`config.mk`:
```
export PLATFORM = sky130hd
export DESIGN_NAME = cache_assoc_hit_counter_flat
export DESIGN_NICKNAME = d
export VERILOG_FILES = /design/src/rtl/core/cahc_pkg.sv /design/src/rtl/core/cahc_if.sv /design/src/rtl/core/cahc_cache_bank.sv /design/src/rtl/core/cache_assoc_hit_counter.sv /design/src/flat_wrapper.sv
export VERILOG_INCLUDE_DIRS = /design/src /design/src/rtl/core
export SDC_FILE = /design/constraint.sdc
export NUM_CORES = 1
export LEC_CHECK = 0
export ABC_AREA = 1
export BUFFER_PORTS_ARGS = -buffer_cell sky130_fd_sc_hd__clkbuf_2
export CAP_MARGIN = 40
export CORE_MARGIN = 4
export CORE_UTILIZATION = 45
export DETAILED_ROUTE_END_ITERATION = 16
export PLACE_DENSITY = 0.67
export SYNTH_ARGS = -nofsm -noshare
export SYNTH_HDL_FRONTEND = slang
export SYNTH_SLANG_ARGS = --single-unit
```
`constraint.sdc`:
```
create_clock -name clk -period 9 [get_ports clk]
set_input_delay 0.9 -clock clk [delete_from_list [all_inputs] [get_ports clk]]
set_output_delay 0.9 -clock clk [all_outputs]
set_load 0.005 [all_outputs]
```
`src/rtl/core/assert_macros.svh`:
```
// ----------------------------------------------------------------------------
// Assertion macros
// Shared concurrent assertion wrappers for the cache hit counter RTL.
// ----------------------------------------------------------------------------
`ifndef ASSERT_MACROS_SVH
`define ASSERT_MACROS_SVH

// Checked outside reset only
`define CAHC_ASSERT(lbl, clk, rst, prop, msg) \
  lbl: assert property (@(posedge clk) disable iff (rst) prop) else $error(msg);

// Checked on every edge, reset included
`define CAHC_ASSERT_ALWAYS(lbl, clk, prop, msg) \
  lbl: assert property (@(posedge clk) prop) else $error(msg);

`endif

```
`src/rtl/core/cahc_pkg.sv`:
```
// ----------------------------------------------------------------------------
// cahc_pkg
// Types, sizes and helper functions for the cache hit counter.
// ----------------------------------------------------------------------------
package cahc_pkg;

  localparam int TOTAL_BLOCKS = 8;
  localparam int NUM_ORGS     = 4;
  localparam int STORE_DEPTH  = NUM_ORGS * TOTAL_BLOCKS;
  localparam int SET_BITS     = $clog2(TOTAL_BLOCKS);
  localparam int ADDR_WIDTH   = 8;
  localparam int COUNT_WIDTH  = 16;
  localparam int OUT_WIDTH    = 16;
  localparam int SCHEME_WIDTH = $clog2(NUM_ORGS);

  typedef logic [ADDR_WIDTH-1:0]   addr_t;
  typedef logic [COUNT_WIDTH-1:0]  count_t;
  typedef logic [OUT_WIDTH-1:0]    field_t;
  typedef logic [NUM_ORGS-1:0]     hit_vec_t;
  typedef logic [SCHEME_WIDTH-1:0] scheme_t;

  // Command from the pipeline to the cache bank
  typedef struct packed {
    logic  update;
    logic  clear;
    addr_t addr;
  } bank_cmd_t;

  function automatic count_t sat_inc(count_t v);
    count_t r;
    r = (v == {COUNT_WIDTH{1'b1}}) ? v : v + COUNT_WIDTH'(1);
    return r;
  endfunction

  // Clamp a count to the width of a result field
  function automatic field_t out_sat(count_t v);
    logic [COUNT_WIDTH+OUT_WIDTH-1:0] w;
    logic [COUNT_WIDTH+OUT_WIDTH-1:0] lim;
    field_t r;
    w   = {{OUT_WIDTH{1'b0}}, v};
    lim = {{COUNT_WIDTH{1'b0}}, {OUT_WIDTH{1'b1}}};
    r   = (w > lim) ? {OUT_WIDTH{1'b1}} : w[OUT_WIDTH-1:0];
    return r;
  endfunction

endpackage

```
`src/rtl/core/cahc_if.sv`:
```
// ----------------------------------------------------------------------------
// cahc_if
// Valid/ready channels for access transactions and result transactions.
// ----------------------------------------------------------------------------
interface cahc_access_if;
  logic              valid;
  logic              ready;
  cahc_pkg::addr_t   block_address;
  logic              last_access;

  modport source (output valid, output block_address, output last_access, input ready);
  modport sink   (input valid, input block_address, input last_access, output ready);
endinterface

interface cahc_result_if;
  logic              valid;
  logic              ready;
  logic              hit_one_way;
  logic              hit_two_way;
  logic              hit_four_way;
  logic              hit_eight_way;
  cahc_pkg::field_t  hits_one_way;
  cahc_pkg::field_t  hits_two_way;
  cahc_pkg::field_t  hits_four_way;
  cahc_pkg::field_t  hits_eight_way;
  cahc_pkg::field_t  access_total;
  cahc_pkg::scheme_t best_scheme;
  logic              run_done;

  modport source (
    output valid, input ready,
    output hit_one_way, output hit_two_way, output hit_four_way, output hit_eight_way,
    output hits_one_way, output hits_two_way, output hits_four_way, output hits_eight_way,
    output access_total, output best_scheme, output run_done
  );
  modport sink (
    input valid, output ready,
    input hit_one_way, input hit_two_way, input hit_four_way, input hit_eight_way,
    input hits_one_way, input hits_two_way, input hits_four_way, input hits_eight_way,
    input access_total, input best_scheme, input run_done
  );
endinterface

```
`src/rtl/core/cahc_cache_bank.sv`:
```
// ----------------------------------------------------------------------------
// cahc_cache_bank
// Tag store for the four cache organisations with parallel lookup and FIFO
// insertion on a miss.
// ----------------------------------------------------------------------------
module cahc_cache_bank (
  input  logic                clk,
  input  logic                rst,
  input  cahc_pkg::bank_cmd_t cmd,
  output cahc_pkg::hit_vec_t  hit
);

  cahc_pkg::addr_t                       store [cahc_pkg::STORE_DEPTH];
  logic [cahc_pkg::STORE_DEPTH-1:0]      valid;
  logic [cahc_pkg::STORE_DEPTH-1:0]      entry_hit;
  logic [cahc_pkg::STORE_DEPTH-1:0]      entry_sel;

  for (genvar g = 0; g < cahc_pkg::STORE_DEPTH; g++) begin : g_entry
    localparam int ORG  = g / cahc_pkg::TOTAL_BLOCKS;
    localparam int POS  = g % cahc_pkg::TOTAL_BLOCKS;
    localparam int WAYS = 1 << ORG;
    localparam int SETS = cahc_pkg::TOTAL_BLOCKS / WAYS;
    localparam int SET  = POS / WAYS;
    localparam int WAY  = POS % WAYS;

    logic [cahc_pkg::SET_BITS-1:0] addr_set;

    // set index is the address modulo the set count (a power of two)
    assign addr_set     = cmd.addr[cahc_pkg::SET_BITS-1:0] & cahc_pkg::SET_BITS'(SETS - 1);
    assign entry_sel[g] = (addr_set == cahc_pkg::SET_BITS'(SET));
    assign entry_hit[g] = entry_sel[g] && valid[g] && (store[g] == cmd.addr);

    if (WAY == 0) begin : g_front
      always_ff @(posedge clk) begin
        if (rst) begin
          valid[g] <= 1'b0;
        end else if (cmd.update) begin
          if (cmd.clear) begin
            valid[g] <= 1'b0;
          end else if (entry_sel[g] && !hit[ORG]) begin
            valid[g] <= 1'b1;
          end
        end
      end

      always_ff @(posedge clk) begin
        if (cmd.update && !cmd.clear && entry_sel[g] && !hit[ORG]) begin
          store[g] <= cmd.addr;
        end
      end
    end else begin : g_shift
      always_ff @(posedge clk) begin
        if (rst) begin
          valid[g] <= 1'b0;
        end else if (cmd.update) begin
          if (cmd.clear) begin
            valid[g] <= 1'b0;
          end else if (entry_sel[g] && !hit[ORG]) begin
            valid[g] <= valid[g-1];
          end
        end
      end

      always_ff @(posedge clk) begin
        if (cmd.update && !cmd.clear && entry_sel[g] && !hit[ORG]) begin
          store[g] <= store[g-1];
        end
      end
    end
  end

  for (genvar o = 0; o < cahc_pkg::NUM_ORGS; o++) begin : g_org
    assign hit[o] = |entry_hit[o*cahc_pkg::TOTAL_BLOCKS +: cahc_pkg::TOTAL_BLOCKS];
  end

endmodule

```
`src/rtl/core/cache_assoc_hit_counter.sv`:
```
// ----------------------------------------------------------------------------
// cache_assoc_hit_counter
// Runs every block address through a direct-mapped, 2-way, 4-way and fully
// associative 8-block cache with FIFO replacement and reports, per access,
// the four hit flags, saturating hit counts, the access count and the
// organisation with the most hits (fewer ways wins a tie). One access is
// taken per clock while the result is not stalled; the access is first held
// in the input register, then looked up, counted and placed in the result
// register in the same cycle, a stall of the result holding it in between.
// The lookup and FIFO shift of all 32 tag entries in that cycle set the
// rate. An access marked last closes the run and leaves all tags and
// counters cleared for the next access. Tags are invalid straight out of
// reset, so no clearing pass is needed.
// ----------------------------------------------------------------------------
`include "assert_macros.svh"

module cache_assoc_hit_counter (
  input  logic                  clk,
  input  logic                  rst,
  cahc_access_if.sink           access,
  cahc_result_if.source         result
);

  // input register
  logic                         s1_valid;
  cahc_pkg::addr_t              s1_addr;
  logic                         s1_last;

  logic                         out_valid;
  logic                         advance;
  logic                         proc;

  cahc_pkg::bank_cmd_t          cmd;
  cahc_pkg::hit_vec_t           hit;

  cahc_pkg::count_t             access_counter;
  cahc_pkg::count_t             access_counter_next;
  cahc_pkg::count_t             scheme_hits      [cahc_pkg::NUM_ORGS];
  cahc_pkg::count_t             scheme_hits_next [cahc_pkg::NUM_ORGS];
  cahc_pkg::scheme_t            best_next;
  cahc_pkg::count_t             best_val;

  // result register
  cahc_pkg::hit_vec_t           res_hit;
  cahc_pkg::field_t             res_hits [cahc_pkg::NUM_ORGS];
  cahc_pkg::field_t             res_total;
  cahc_pkg::scheme_t            res_best;
  logic                         res_done;

  assign advance      = !out_valid || result.ready;
  assign access.ready = !s1_valid || advance;
  assign proc         = s1_valid && advance;

  always_ff @(posedge clk) begin
    if (rst) begin
      s1_valid <= 1'b0;
    end else if (access.ready) begin
      s1_valid <= access.valid;
    end
  end

  always_ff @(posedge clk) begin
    if (access.valid && access.ready) begin
      s1_addr <= access.block_address;
      s1_last <= access.last_access;
    end
  end

  assign cmd.update = proc;
  assign cmd.clear  = s1_last;
  assign cmd.addr   = s1_addr;

  cahc_cache_bank u_bank (
    .clk (clk),
    .rst (rst),
    .cmd (cmd),
    .hit (hit)
  );

  always_comb begin
    access_counter_next = cahc_pkg::sat_inc(access_counter);
    for (int o = 0; o < cahc_pkg::NUM_ORGS; o++) begin
      scheme_hits_next[o] = hit[o] ? cahc_pkg::sat_inc(scheme_hits[o]) : scheme_hits[o];
    end
    // first maximum wins
    best_next = '0;
    best_val  = scheme_hits_next[0];
    for (int o = 1; o < cahc_pkg::NUM_ORGS; o++) begin
      if (scheme_hits_next[o] > best_val) begin
        best_next = cahc_pkg::SCHEME_WIDTH'(o);
        best_val  = scheme_hits_next[o];
      end
    end
  end

  always_ff @(posedge clk) begin
    if (rst) begin
      access_counter <= '0;
      for (int o = 0; o < cahc_pkg::NUM_ORGS; o++) begin
        scheme_hits[o] <= '0;
      end
    end else if (proc) begin
      if (s1_last) begin
        access_counter <= '0;
        for (int o = 0; o < cahc_pkg::NUM_ORGS; o++) begin
          scheme_hits[o] <= '0;
        end
      end else begin
        access_counter <= access_counter_next;
        for (int o = 0; o < cahc_pkg::NUM_ORGS; o++) begin
          scheme_hits[o] <= scheme_hits_next[o];
        end
      end
    end
  end

  always_ff @(posedge clk) begin
    if (rst) begin
      out_valid <= 1'b0;
    end else if (advance) begin
      out_valid <= s1_valid;
    end
  end

  always_ff @(posedge clk) begin
    if (proc) begin
      res_hit   <= hit;
      res_total <= cahc_pkg::out_sat(access_counter_next);
      res_best  <= best_next;
      res_done  <= s1_last;
      for (int o = 0; o < cahc_pkg::NUM_ORGS; o++) begin
        res_hits[o] <= cahc_pkg::out_sat(scheme_hits_next[o]);
      end
    end
  end

  assign result.valid          = out_valid;
  assign result.hit_one_way    = res_hit[0];
  assign result.hit_two_way    = res_hit[1];
  assign result.hit_four_way   = res_hit[2];
  assign result.hit_eight_way  = res_hit[3];
  assign result.hits_one_way   = res_hits[0];
  assign result.hits_two_way   = res_hits[1];
  assign result.hits_four_way  = res_hits[2];
  assign result.hits_eight_way = res_hits[3];
  assign result.access_total   = res_total;
  assign result.best_scheme    = res_best;
  assign result.run_done       = res_done;

  `CAHC_ASSERT_ALWAYS(a_reset_empties_output, clk, rst |=> !result.valid, "result valid after reset")
  `CAHC_ASSERT(a_stall_only_when_full, clk, rst, !access.ready |-> (s1_valid && out_valid && !result.ready), "access stalled without a full pipeline")
  `CAHC_ASSERT(a_run_end_clears, clk, rst, (proc && s1_last) |=> (access_counter == '0 && scheme_hits[3] == '0), "counters not cleared after last access")
  `CAHC_ASSERT(a_hits_bounded, clk, rst, result.valid |-> (result.hits_one_way <= result.access_total && result.hits_eight_way <= result.access_total), "hit count exceeds access count")

endmodule
```
`src/flat_wrapper.sv`:
```
// flat-port wrapper written by rule: the top's interface ports become plain ports
module cache_assoc_hit_counter_flat 
  (clk, rst, access_valid, access_block_address, access_last_access, access_ready, result_valid, result_ready, result_hit_one_way, result_hit_two_way, result_hit_four_way, result_hit_eight_way, result_hits_one_way, result_hits_two_way, result_hits_four_way, result_hits_eight_way, result_access_total, result_best_scheme, result_run_done);
  cahc_access_if access_i ();
  cahc_result_if result_i ();
  input  logic clk;
  input  logic rst;
  input wire logic [$bits(access_i.valid)-1:0] access_valid;
  input wire logic [$bits(access_i.block_address)-1:0] access_block_address;
  input wire logic [$bits(access_i.last_access)-1:0] access_last_access;
  output wire logic [$bits(access_i.ready)-1:0] access_ready;
  output wire logic [$bits(result_i.valid)-1:0] result_valid;
  input wire logic [$bits(result_i.ready)-1:0] result_ready;
  output wire logic [$bits(result_i.hit_one_way)-1:0] result_hit_one_way;
  output wire logic [$bits(result_i.hit_two_way)-1:0] result_hit_two_way;
  output wire logic [$bits(result_i.hit_four_way)-1:0] result_hit_four_way;
  output wire logic [$bits(result_i.hit_eight_way)-1:0] result_hit_eight_way;
  output wire logic [$bits(result_i.hits_one_way)-1:0] result_hits_one_way;
  output wire logic [$bits(result_i.hits_two_way)-1:0] result_hits_two_way;
  output wire logic [$bits(result_i.hits_four_way)-1:0] result_hits_four_way;
  output wire logic [$bits(result_i.hits_eight_way)-1:0] result_hits_eight_way;
  output wire logic [$bits(result_i.access_total)-1:0] result_access_total;
  output wire logic [$bits(result_i.best_scheme)-1:0] result_best_scheme;
  output wire logic [$bits(result_i.run_done)-1:0] result_run_done;
  assign access_i.valid = access_valid;
  assign access_i.block_address = access_block_address;
  assign access_i.last_access = access_last_access;
  assign access_ready = access_i.ready;
  assign result_valid = result_i.valid;
  assign result_i.ready = result_ready;
  assign result_hit_one_way = result_i.hit_one_way;
  assign result_hit_two_way = result_i.hit_two_way;
  assign result_hit_four_way = result_i.hit_four_way;
  assign result_hit_eight_way = result_i.hit_eight_way;
  assign result_hits_one_way = result_i.hits_one_way;
  assign result_hits_two_way = result_i.hits_two_way;
  assign result_hits_four_way = result_i.hits_four_way;
  assign result_hits_eight_way = result_i.hits_eight_way;
  assign result_access_total = result_i.access_total;
  assign result_best_scheme = result_i.best_scheme;
  assign result_run_done = result_i.run_done;
  cache_assoc_hit_counter u_core (.clk(clk), .rst(rst), .access(access_i), .result(result_i));
endmodule
```
==> impl_metrics.env <==
export IMPL_outcome="finished, final reports clean"
export IMPL_synth_enable_flop_cells=400
export IMPL_holdCritStartpoint="u_core.u_bank.store[1][23]$_DFFE_PP_"
export IMPL_power_density_nw_per_um2=192
export IMPL_worstSetupStartpointType="register"
export IMPL_cts_max_level=2
export IMPL_synth_async_sr_flop_share=0
export IMPL_average_cell_area_after_synthesis_um2=10.2
export IMPL_clkLatencyLatePin_ns=0.59
export IMPL_cts_setup_buffers=0
export IMPL_cts_sinks=466
export IMPL_timing_final_crit_share=0.873
export IMPL_crit_arrival_ns=8.18
export IMPL_postRouteWirelength_um=51600
export IMPL_cp_max_fo=20
export IMPL_grt_max_degree=72
export IMPL_buffer_cell_driving_the_clock_tree_root="clkbuf_16"
export IMPL_layout_cell_area_non_filler_um2=25200
export IMPL_finalClockSkew_ns=0.0157
export IMPL_layout_cells_most_common="nand2_1"
export IMPL_maxSlewHeadroom=0.411
export IMPL_fp_dieW_um=231
export IMPL_netlist_cell_type_count=49
export IMPL_detailed_router_s_first_iteration_violation_count=1513
export IMPL_cpMostUsedCell="nand2_1"
export IMPL_detailedRoute_firstPassIterationCount=6
export IMPL_num_antenna_cells=0
export IMPL_cts_resized_gates=0
export IMPL_synth_warning_count=0
export IMPL_power_leakage_nw=9.72
export IMPL_fp_coreArea_um2=49000
export IMPL_timing_critical_path_slowest_stage_cell="edfxtp_1"
export IMPL_synth_main_ff_cell="edfxtp_1"
export IMPL_drive_above_1_share=0.105
export IMPL_avgViaCountPerCell=5.26
export IMPL_vdd_ir_drop_worst_mv=0.126
export IMPL_setup_worst_path_end_class="register"
export IMPL_synth_largest_area_cell="edfxtp_1"
export IMPL_synth_top_cells_by_area="edfxtp_1, nand2_1, dfxtp_1"
export IMPL_cts_inserted_buffers=49
export IMPL_via_count_of_the_first_global_routing_pass=15600
export IMPL_most_frequent_cells_in_the_layout="nand2_1, edfxtp_1, inv_1"
export IMPL_crit_required_ns=9.32
export IMPL_period_minus_slack_ns=7.86
export IMPL_hold_class="register to register"
export IMPL_placement_rows=81
export IMPL_drv_cap=0
export IMPL_wl_per_cell_um=17.1
export IMPL_syn_instance_count=2194
export IMPL_buffer_ports_inserted=101
export IMPL_rsz0062_at_grt="false"
export IMPL_initial_core_util=0.455
export IMPL_slew_viols_final=0
export IMPL_cts_tree="yes"
export IMPL_place_hpwl_um=35200
export IMPL_netlist_area_um2=22300
export IMPL_totalNegativeSetupSlack_ns=0
export IMPL_slowest_delay_ns=0.83
export IMPL_num_vias=15900
export IMPL_ant_nets=0
export IMPL_post_dp_cell_area_um2=23500
export IMPL_ios=102
export IMPL_design_die_area_um2=53200
export IMPL_areaGrowthSynthToFinish_pct=12.9
export IMPL_grt_pass1_wl_um=81600
export IMPL_synth_seq_cells=466
export IMPL_overall_power_consumption_w=0.00484
export IMPL_finalHoldViolations=0
export IMPL_die_height_um=231
export IMPL_postCtsHoldBufs=0
export IMPL_grt_remaining_overflow=0
export IMPL_max_freq_ghz=0.127
export IMPL_finalWeightedCongestion=0.880
export IMPL_finalSetupViolations=0
export IMPL_design_final_nets=2377
export IMPL_tightestPinTransition_ns=0.883
export IMPL_clkTransAtPathRegs_ns=0.06
export IMPL_worst_setup_path_type="register to register"
export IMPL_detail_route_drc_violations=0
export IMPL_synth_sequential_area_ratio=0.598
export IMPL_syn_num_nets=2259
export IMPL_grt_antenna_before_repair=0
export IMPL_critical_path_reg2reg_startpoint="u_core.s1_addr[3]$_DFFE_PP_"
export IMPL_startpoint="u_core.s1_addr[3]$_DFFE_PP_"
export IMPL_netlist_area_leader_share=0.539
export IMPL_max_clock_path_buffers=3
export IMPL_overall_track_demand_over_capacity_in_global_routing=0.191
==> final timing paths <==
check,endpoint,slack [ns],cells after the start
worst max-delay path,u_core.result.best_scheme[0]$_SDFFCE_PN1P_,1.14,42
worst min-delay path,u_core.u_bank.store[1][31]$_DFFE_PP_,0.45,0
worst max register to register,u_core.result.best_scheme[0]$_SDFFCE_PN1P_,1.14,42
worst min register to register,u_core.u_bank.store[1][31]$_DFFE_PP_,0.45,0
==> registers in the layout (all words and copies together) (netlist names) <==
signal / flops
u_core.u_bank.store: 256
u_core.res_hits: 64
u_core.scheme_hits: 64
u_core.u_bank.valid: 32
u_core.access_counter: 16
u_core.result.access_total: 16
u_core.s1_addr: 8
u_core.res_hit: 4
u_core.result.best_scheme: 2
u_core.result.run_done: 1
u_core.result.valid: 1
u_core.s1_last: 1
u_core.s1_valid: 1
==> synthesized netlist by cell type (all sizes together) (38+ instances only) <==
cell and instances:
a21oi 90, buf 47, dfxtp 66, edfxtp 400, ha 52, inv 236
nand2 484, nand3 145, nor2 221, nor3 38, o21ai 74, xnor2 68
xor2 110
==> cell families (layout without fill, tap and decap cells) <==
family,Yosys count,after routing,share of synthesized area
compound gates,215,215,0.0548
fa+ha+maj,52,52,0.0292
xor+xnor,178,178,0.0699
simple gates,979,979,0.188
buf+inv,304,463,0.0595
flops,466,466,0.598
==> power by group <==
part           internal [W]  leakage [nW]  switching [W]  total (W)
Clock               0.00121         0.786       0.000826    0.00204
Sequential          0.00240          4.28      0.0000354    0.00244
Combinational      0.000119          4.65       0.000245   0.000363
Total               0.00373          9.72        0.00111    0.00484
==> layout make-up <==
type	count	area [um2]
Inverter	237	897
Timing Repair Buffer	134	821
Sequential cell	466	13300
Clock buffer	65	1370
Tap cell	664	831
Multi-Input combinational cell	1424	7640
Clock inverter	27	256
Fill cell	4274	23800
==> metrics by stage <==
stage,hold slack (ns),worst slack (ns),util,std cells
final,0.449,1.14,0.514,3017
after global routing,0.461,0.433,0.514,3017
after CTS,0.447,1.18,0.514,3017
after detailed placement,0.434,1.21,0.481,2925
after global placement,0.434,0.772,0.478,2918
after floorplan,0.424,2.59,-,2194
==> routing by layer <==
layer  up-vias  global-route usage  part of all wire
li1       7648                   -                 -
met1      7590               0.250              0.43
met2       498               0.322              0.48
met3       121              0.0306             0.060
met4         0              0.0699             0.033
met5         -                   0                 0
==> critical path: cells and delay by family (launching register included) <==
| family | cells | cell delay [ns] |
|---|---|---|
| and+or+nand+nor | 20 | 2.69 |
| AOI/OAI and AO/OA | 12 | 1.58 |
| xor gates and xnor gates | 2 | 0.36 |
| buffers and inverters | 5 | 1.23 |
| adders and majority gates | 3 | 0.91 |
| DFF | 1 | 0.83 |
No activity file was read; power rests on OpenSTA's default activity.
